## src/wcuf_pkg.sv

```systemverilog
// ----------------------------------------------------------------------------
// wcuf_pkg
// Shared types and codes for the union-find engine.
// ----------------------------------------------------------------------------
package wcuf_pkg;

  localparam int LABEL_W = 10;

  // operation codes
  localparam logic OP_UNION = 1'b0;
  localparam logic OP_FIND  = 1'b1;

  // source of the pending result
  localparam logic [1:0] PEND_A     = 2'd0;  // node_a itself, out of range
  localparam logic [1:0] PEND_CUR   = 2'd1;  // root reached by the walk
  localparam logic [1:0] PEND_MERGE = 2'd2;  // smaller of two distinct roots

  typedef logic [LABEL_W-1:0] label_t;

  typedef struct packed {
    logic       load;      // item accepted, start walk at node_a
    logic       start_b;   // start walk at node_b
    logic       step;      // follow parent link
    logic       link_we;   // point larger root at smaller root
    logic       clear_we;  // init sweep write
    logic       pend_set;
    logic [1:0] pend_sel;
    logic       out_load;
  } cmd_t;

  typedef struct packed {
    logic in_a_oor;   // input node_a has no store entry
    logic nolink;     // item never links (find or label out of range)
    logic is_root;    // parent of current label is itself
    logic same_root;  // second root equals first
    logic clr_last;   // init sweep at last entry
  } sts_t;

endpackage

```

## src/wcuf_ctrl.sv

```systemverilog
// ----------------------------------------------------------------------------
// wcuf_ctrl
// Sequencer: init sweep, the two root walks, link and result handoff.
// ----------------------------------------------------------------------------
module wcuf_ctrl
  import wcuf_pkg::*;
(
  input  logic clk,
  input  logic rst,
  input  logic s_axis_tvalid,
  output logic s_axis_tready,
  output logic m_axis_tvalid,
  input  logic m_axis_tready,
  input  sts_t sts,
  output cmd_t cmd
);

  localparam logic [2:0] ST_CLEAR  = 3'd0;
  localparam logic [2:0] ST_IDLE   = 3'd1;
  localparam logic [2:0] ST_WALK_A = 3'd2;
  localparam logic [2:0] ST_WALK_B = 3'd3;
  localparam logic [2:0] ST_RESULT = 3'd4;

  logic [2:0] state;
  logic [2:0] state_next;
  logic       out_valid;

  assign s_axis_tready = (state == ST_IDLE);
  assign m_axis_tvalid = out_valid;

  always_comb begin
    cmd        = '0;
    state_next = state;
    unique case (state)
      ST_CLEAR: begin
        cmd.clear_we = 1'b1;
        if (sts.clr_last) begin
          state_next = ST_IDLE;
        end
      end
      ST_IDLE: begin
        if (s_axis_tvalid) begin
          cmd.load = 1'b1;
          if (sts.in_a_oor) begin
            cmd.pend_set = 1'b1;
            cmd.pend_sel = PEND_A;
            state_next   = ST_RESULT;
          end else begin
            state_next = ST_WALK_A;
          end
        end
      end
      ST_WALK_A: begin
        if (!sts.is_root) begin
          cmd.step = 1'b1;
        end else if (sts.nolink) begin
          cmd.pend_set = 1'b1;
          cmd.pend_sel = PEND_CUR;
          state_next   = ST_RESULT;
        end else begin
          cmd.start_b = 1'b1;
          state_next  = ST_WALK_B;
        end
      end
      ST_WALK_B: begin
        if (!sts.is_root) begin
          cmd.step = 1'b1;
        end else begin
          cmd.pend_set = 1'b1;
          state_next   = ST_RESULT;
          if (sts.same_root) begin
            cmd.pend_sel = PEND_CUR;
          end else begin
            cmd.pend_sel = PEND_MERGE;
            cmd.link_we  = 1'b1;
          end
        end
      end
      ST_RESULT: begin
        if (!out_valid || m_axis_tready) begin
          cmd.out_load = 1'b1;
          state_next   = ST_IDLE;
        end
      end
      default: begin
        state_next = ST_CLEAR;
      end
    endcase
  end

  always_ff @(posedge clk) begin
    if (rst) begin
      state     <= ST_CLEAR;
      out_valid <= 1'b0;
    end else begin
      state <= state_next;
      if (cmd.out_load) begin
        out_valid <= 1'b1;
      end else if (m_axis_tready) begin
        out_valid <= 1'b0;
      end
    end
  end

  a_link_at_root: assert property (@(posedge clk) disable iff (rst)
    cmd.link_we |-> (state == ST_WALK_B) && sts.is_root && !sts.same_root)
    else $error("link written outside second walk end");

  a_no_accept_in_clear: assert property (@(posedge clk) disable iff (rst)
    (state == ST_CLEAR) |-> !s_axis_tready && !out_valid)
    else $error("activity during init sweep");

  a_no_overwrite: assert property (@(posedge clk) disable iff (rst)
    cmd.out_load |-> (!out_valid || m_axis_tready))
    else $error("result overwritten before taken");

  a_result_shown: assert property (@(posedge clk) disable iff (rst)
    cmd.out_load |=> out_valid && (state == ST_IDLE))
    else $error("result not presented after load");

endmodule

```

## config.mk

```make
export PLATFORM = sky130hd
export DESIGN_NAME = wcuf_ctrl
export DESIGN_NICKNAME = d
export VERILOG_FILES = /design/src/wcuf_pkg.sv /design/src/wcuf_ctrl.sv
export SDC_FILE = /design/constraint.sdc
export NUM_CORES = 1
export LEC_CHECK = 0
export BUFFER_PORTS_ARGS = -buffer_cell sky130_fd_sc_hd__buf_4
export CAP_MARGIN = 20
export CORE_AREA = 5 5 42 44
export DETAILED_ROUTE_END_ITERATION = 6
export DIE_AREA = 0 0 47 49
export GPL_TIMING_DRIVEN = 0
export MAX_ROUTING_LAYER = met4
export PLACE_DENSITY = 0.55
export SYNTH_ARGS = -nofsm -noshare
export SYNTH_HDL_FRONTEND = slang
export SYNTH_SLANG_ARGS = --single-unit
```

## constraint.sdc

```tcl
create_clock -name clk -period 1.4 [get_ports clk]
set_input_delay 0.28 -clock clk [delete_from_list [all_inputs] [get_ports clk]]
set_output_delay 0.28 -clock clk [all_outputs]
set_load 0.02 [all_outputs]
```

# Yosys cells after proc, flatten, opt, wreduce, memory -nomap -nowiden

Cells that the tools add are included.

Equal/unequal tests: 9
Mux-type cells: 30
Reduce and logical (&&, ||, !) cells: 6

Operators by type and width:

| kind               | count |
|---|---|
| $mux 3             | 12 |
| $mux 1             | 15 |
| $pmux 3 s5         | 1 |
| $ne 2x2->1 const B | 5 |
| $pmux 3 s3         | 1 |
| $eq 3x2->1 const B | 2 |
| $reduce_and 5->1   | 1 |
| $eq 3x1->1 const B | 1 |
| $eq 3x3->1 const B | 1 |
| $logic_not 3->1    | 1 |
| $mux 2             | 1 |
| $reduce_bool 2->1  | 1 |
| $reduce_or 2->1    | 1 |
| $logic_not 1->1    | 1 |
| $logic_or 1x1->1   | 1 |

Bits in registers: 4
Input port bits: 9
Output and inout port bits: 11
Logic and storage cells: 47

# Logic depth before layout (Yosys ltp)

Depth after elaboration: 5
Gate-level depth with buffers: 5
Mapped depth without buffers: 4

# Worst setup path before layout

No wires, ideal clock.

Path type: reg2reg
Start: register state[1]
End: register state[0]
Setup time: 0.072 ns
Data arrival time: 1.424 ns
Data required time: 1.328 ns
Setup slack: -0.096 ns
Stages on the path, launching flop included: 4
Path buffers: 0
Clock period less this slack: 1.496 ns
Cells stage by stage: dfxtp_1 nor3b_1 a211o_2 mux2i_1

Word-level cells in the longest chain between the ends: 3
Elaborated cells on any way between the ends: 12
Those cells by class: eq/ne: 9; mux: 1; reduce/logical: 2

Ends and longest elaborated chain:

| element                                  | RTL line        | RTL |
|---|---|---|
| start: declaration                       | wcuf_ctrl.sv:24 | `logic [2:0] state;` |
| start signal: assignment                 | wcuf_ctrl.sv:96 | `state <= state_next;` |
| $eq 3x3->1, or another cell as far along | wcuf_ctrl.sv:34 | `unique case (state)` |
| $ne 2x2->1 (no source line)              | --              |  |
| $reduce_and 5->1 (no source line)        | --              |  |

Several ways; a longest one is shown, not always the timed one.
A chain may end at the register's enable or synchronous reset.

==> impl_metrics.ini <==
[run_status]
status = finished, violations left
violations = negative setup slack

[timing]
setup_ws_ns = -0.175
fin_crit_ns = 1.58
maxSlewViolCount = 0
fmax_mhz = 635
slew_headroom_pct = 82.0
tightest_slew_ns = 0.269
fin_hold_ws_ns = 0.229
skew_ns = 0.00251
rsz0062_at_grt = true
finalHoldViolations = 0
setup_violations = 7
fin_setup_tns_ns = -0.710
final.period_utilization_pct = 113

[placement]
gp_congestion = 0.664
numPortBuffers = 19
placedCellCount = 71
hpwlAfterDp_um = 727

[routing]
dr_wl_met3_um = 76
via_per_inst = 4.51
remaining_drc_errors = 0
post_drt_wl_per_cell_um = 12.5
postRouteWirelength_um = 976
antenna_left = 0
drt_iter0_markers = 0
wl_met1_um = 399
wl_met2_um = 500
vias = 352
highest-signal-layer = met3
dr.pass1.iters = 1

[grt]
grt_usage_pct = 9.52
grt-ovfl-total = 0
grt_first_pass_wirelength_um = 1570
grt_pass1_vias = 383
grt_antenna_before_repair = 0
grt_max_degree = 11

[clock_network]
numCtsBuffers = 3
cts_tree = yes
clock-root-buffer = clkbuf_4
clk_pin_slew_ns = 0.04
holdBufCountCts = 0
cts_buffer_depth = 2
clkSinkCount = 4
clk_latency_ns = 0.23
h-tree-depth = 1

[die]
core_mm2 = 0.00140
die_h_um = 49
start_util_pct = 20.7
rows = 14
design.die.area_mm2 = 0.00230
io_pins = 20
die_x_um = 47

[synthesis]
syn_inst = 36
yosys_warnings = 0
ys_ff_latch = 4
yosysSeqAreaShare_pct = 27.6
synthDistinctLibCells = 21
synth_nets = 45
synth_area_per_cell_um2 = 8.06
syn_area_um2 = 290

[critical_path]
timing.critical_path.slowest_stage_cell = or3b_4
cp_slowest_stage_delay_ns = 0.38
worstPathMaxFanout = 5
arrival_ns = 1.30
crit_chain = or3b_4 > and2b_2 > buf_6
path_class = reg2out
critPathLaunchType = register
worstPathRequired_ns = 1.12
end_kind = output port

[pwr]
irDropWorstVdd_v = 0.000460
p_switching_uw = 211
switching_share_pct = 34.9
p_leak_uw = 0.000255
p_clk_share_pct = 23.5
seqPwrFrac_pct = 25.2
p_per_area_mw_per_mm2 = 1030
internal_power_uw = 394
combinationalPowerShare_pct = 51.3

[job]
cap_violations = 0

[final_layout]
fin_nets = 73
antenna_cells = 0
final_cell_count_no_fill = 78
areaGrowthSynthToFinish_pct = 102
drive_above_1_share_pct = 67.7

[worst_hold_path]
hold_class = in2reg
final timing paths:
check	startpoint	endpoint	slack [ns]	depth (start not counted)
worst max-delay path	state[2]	cmd[0]	-0.18	3
worst max register to register	state[2]	state[0]	0.04	5
worst min-delay path	rst	m_axis_tvalid	0.23	2
worst min register to register	m_axis_tvalid	m_axis_tvalid	0.60	2
repair_timing:
action,CTS,global route
pin swaps,2,0
resized for setup,10,10
setup endpoints to repair,10,9
buffers inserted,3,1
flip-flops by register name, summed over array words and instances (netlist names):
name           cells
m_axis_tvalid      1
state              3
worst max-delay path, delay by kind of cell, from the launching register on:
kind	cells	cell delay, ns
simple gates	2	0.60
flops	1	0.36
buf+inv	1	0.11
layout make-up:
cell class	count	area [um2]
Inverter	1	3.75
Fill cell	146	815
Clock buffer	3	22.5
Tap cell	16	20.0
Multi-Input combinational cell	30	256
Sequential cell	4	88.8
Buffer	1	11.3
Timing Repair Buffer	23	184
metrics by stage:
stage	power (uW)	utilization (%)	setup slack, ns	area, um2
floorplan	302	-	0.0106	295
global placement	400	32.7	-0.0645	458
detailed placement	402	32.7	-0.0655	458
CTS	578	37.8	-0.183	529
global route	651	41.9	-0.210	587
finish	605	41.9	-0.175	587
power by group through the flow:
| stage | Clock, uW | Combinational (uW) | Sequential [uW] |
|---|---|---|---|
| detailed placement | 0 | 252 | 151 |
| CTS | 151 | 274 | 153 |
| global route | 160 | 334 | 157 |
| finish | 142 | 310 | 153 |
| global placement | 0 | 249 | 151 |
| floorplan | 0 | 157 | 146 |
cells by family after synthesis:
family | after synthesis | synth area share [%]
and+or+nand+nor | 20 | 41.8
buffers and inverters | 2 | 3.01
muxes | 3 | 10.3
AOI/OAI and AO/OA | 7 | 17.2
DFF | 4 | 27.6
Yosys cell counts:
cell type	n	share of area [%]
dfxtp_1	4	28
or3_1	1	2.2
nor2_1	4	5.2
nor3_1	2	3.4
o21a_1	1	2.6
o21ai_0	1	1.7
nor3b_1	4	10
or2b_2	1	3.0
a21oi_1	2	3.4
and3_1	1	2.2
and2_1	1	2.2
a211o_2	1	3.4
nor2_2	1	2.2
or3b_1	1	3.0
o2bb2ai_1	2	6.0
nand2_1	2	2.6
and2b_2	1	3.0
mux2i_1	3	10
inv_1	1	1.3
buf_2	1	1.7
nand3b_1	1	2.6
routing by layer:
| layer | vias up | GRT usage (%) |
|---|---|---|
| met5 | - | - |
| met4 | 0 | 1.38 |
| met3 | 0 | 4.43 |
| met2 | 11 | 15.4 |
| met1 | 160 | 10.7 |
| li1 | 181 | - |
cells in the final DEF (no fill, tap or decap):
| cell type | netlist | routed |
|---|---|---|
| or3b_4 | 0 | 1 |
| and3_4 | 0 | 1 |
| nand2_1 | 2 | 2 |
| nor3b_1 | 4 | 1 |
| nor2_4 | 0 | 1 |
| or2b_2 | 1 | 1 |
| o2bb2ai_1 | 2 | 1 |
| dfxtp_1 | 4 | 1 |
| mux2i_1 | 3 | 3 |
| and2_1 | 1 | 1 |
| nor3_1 | 2 | 1 |
| nor3_2 | 0 | 1 |
| a21oi_1 | 2 | 2 |
| nor2_1 | 4 | 3 |
| nor3b_4 | 0 | 1 |
| dfxtp_4 | 0 | 2 |
| buf_6 | 0 | 4 |
| nand3b_1 | 1 | 1 |
| nor3b_2 | 0 | 2 |
| or3_1 | 1 | 1 |
| inv_1 | 1 | 1 |
| o21a_1 | 1 | 1 |
| nor2_2 | 1 | 1 |
| buf_4 | 0 | 20 |
| a211o_4 | 0 | 1 |
| dfxtp_2 | 0 | 1 |
| o2bb2ai_2 | 0 | 1 |
| clkbuf_4 | 0 | 3 |
| and2b_2 | 1 | 1 |
| o21ai_0 | 1 | 1 |
Power figures use the tool's default switching activity.
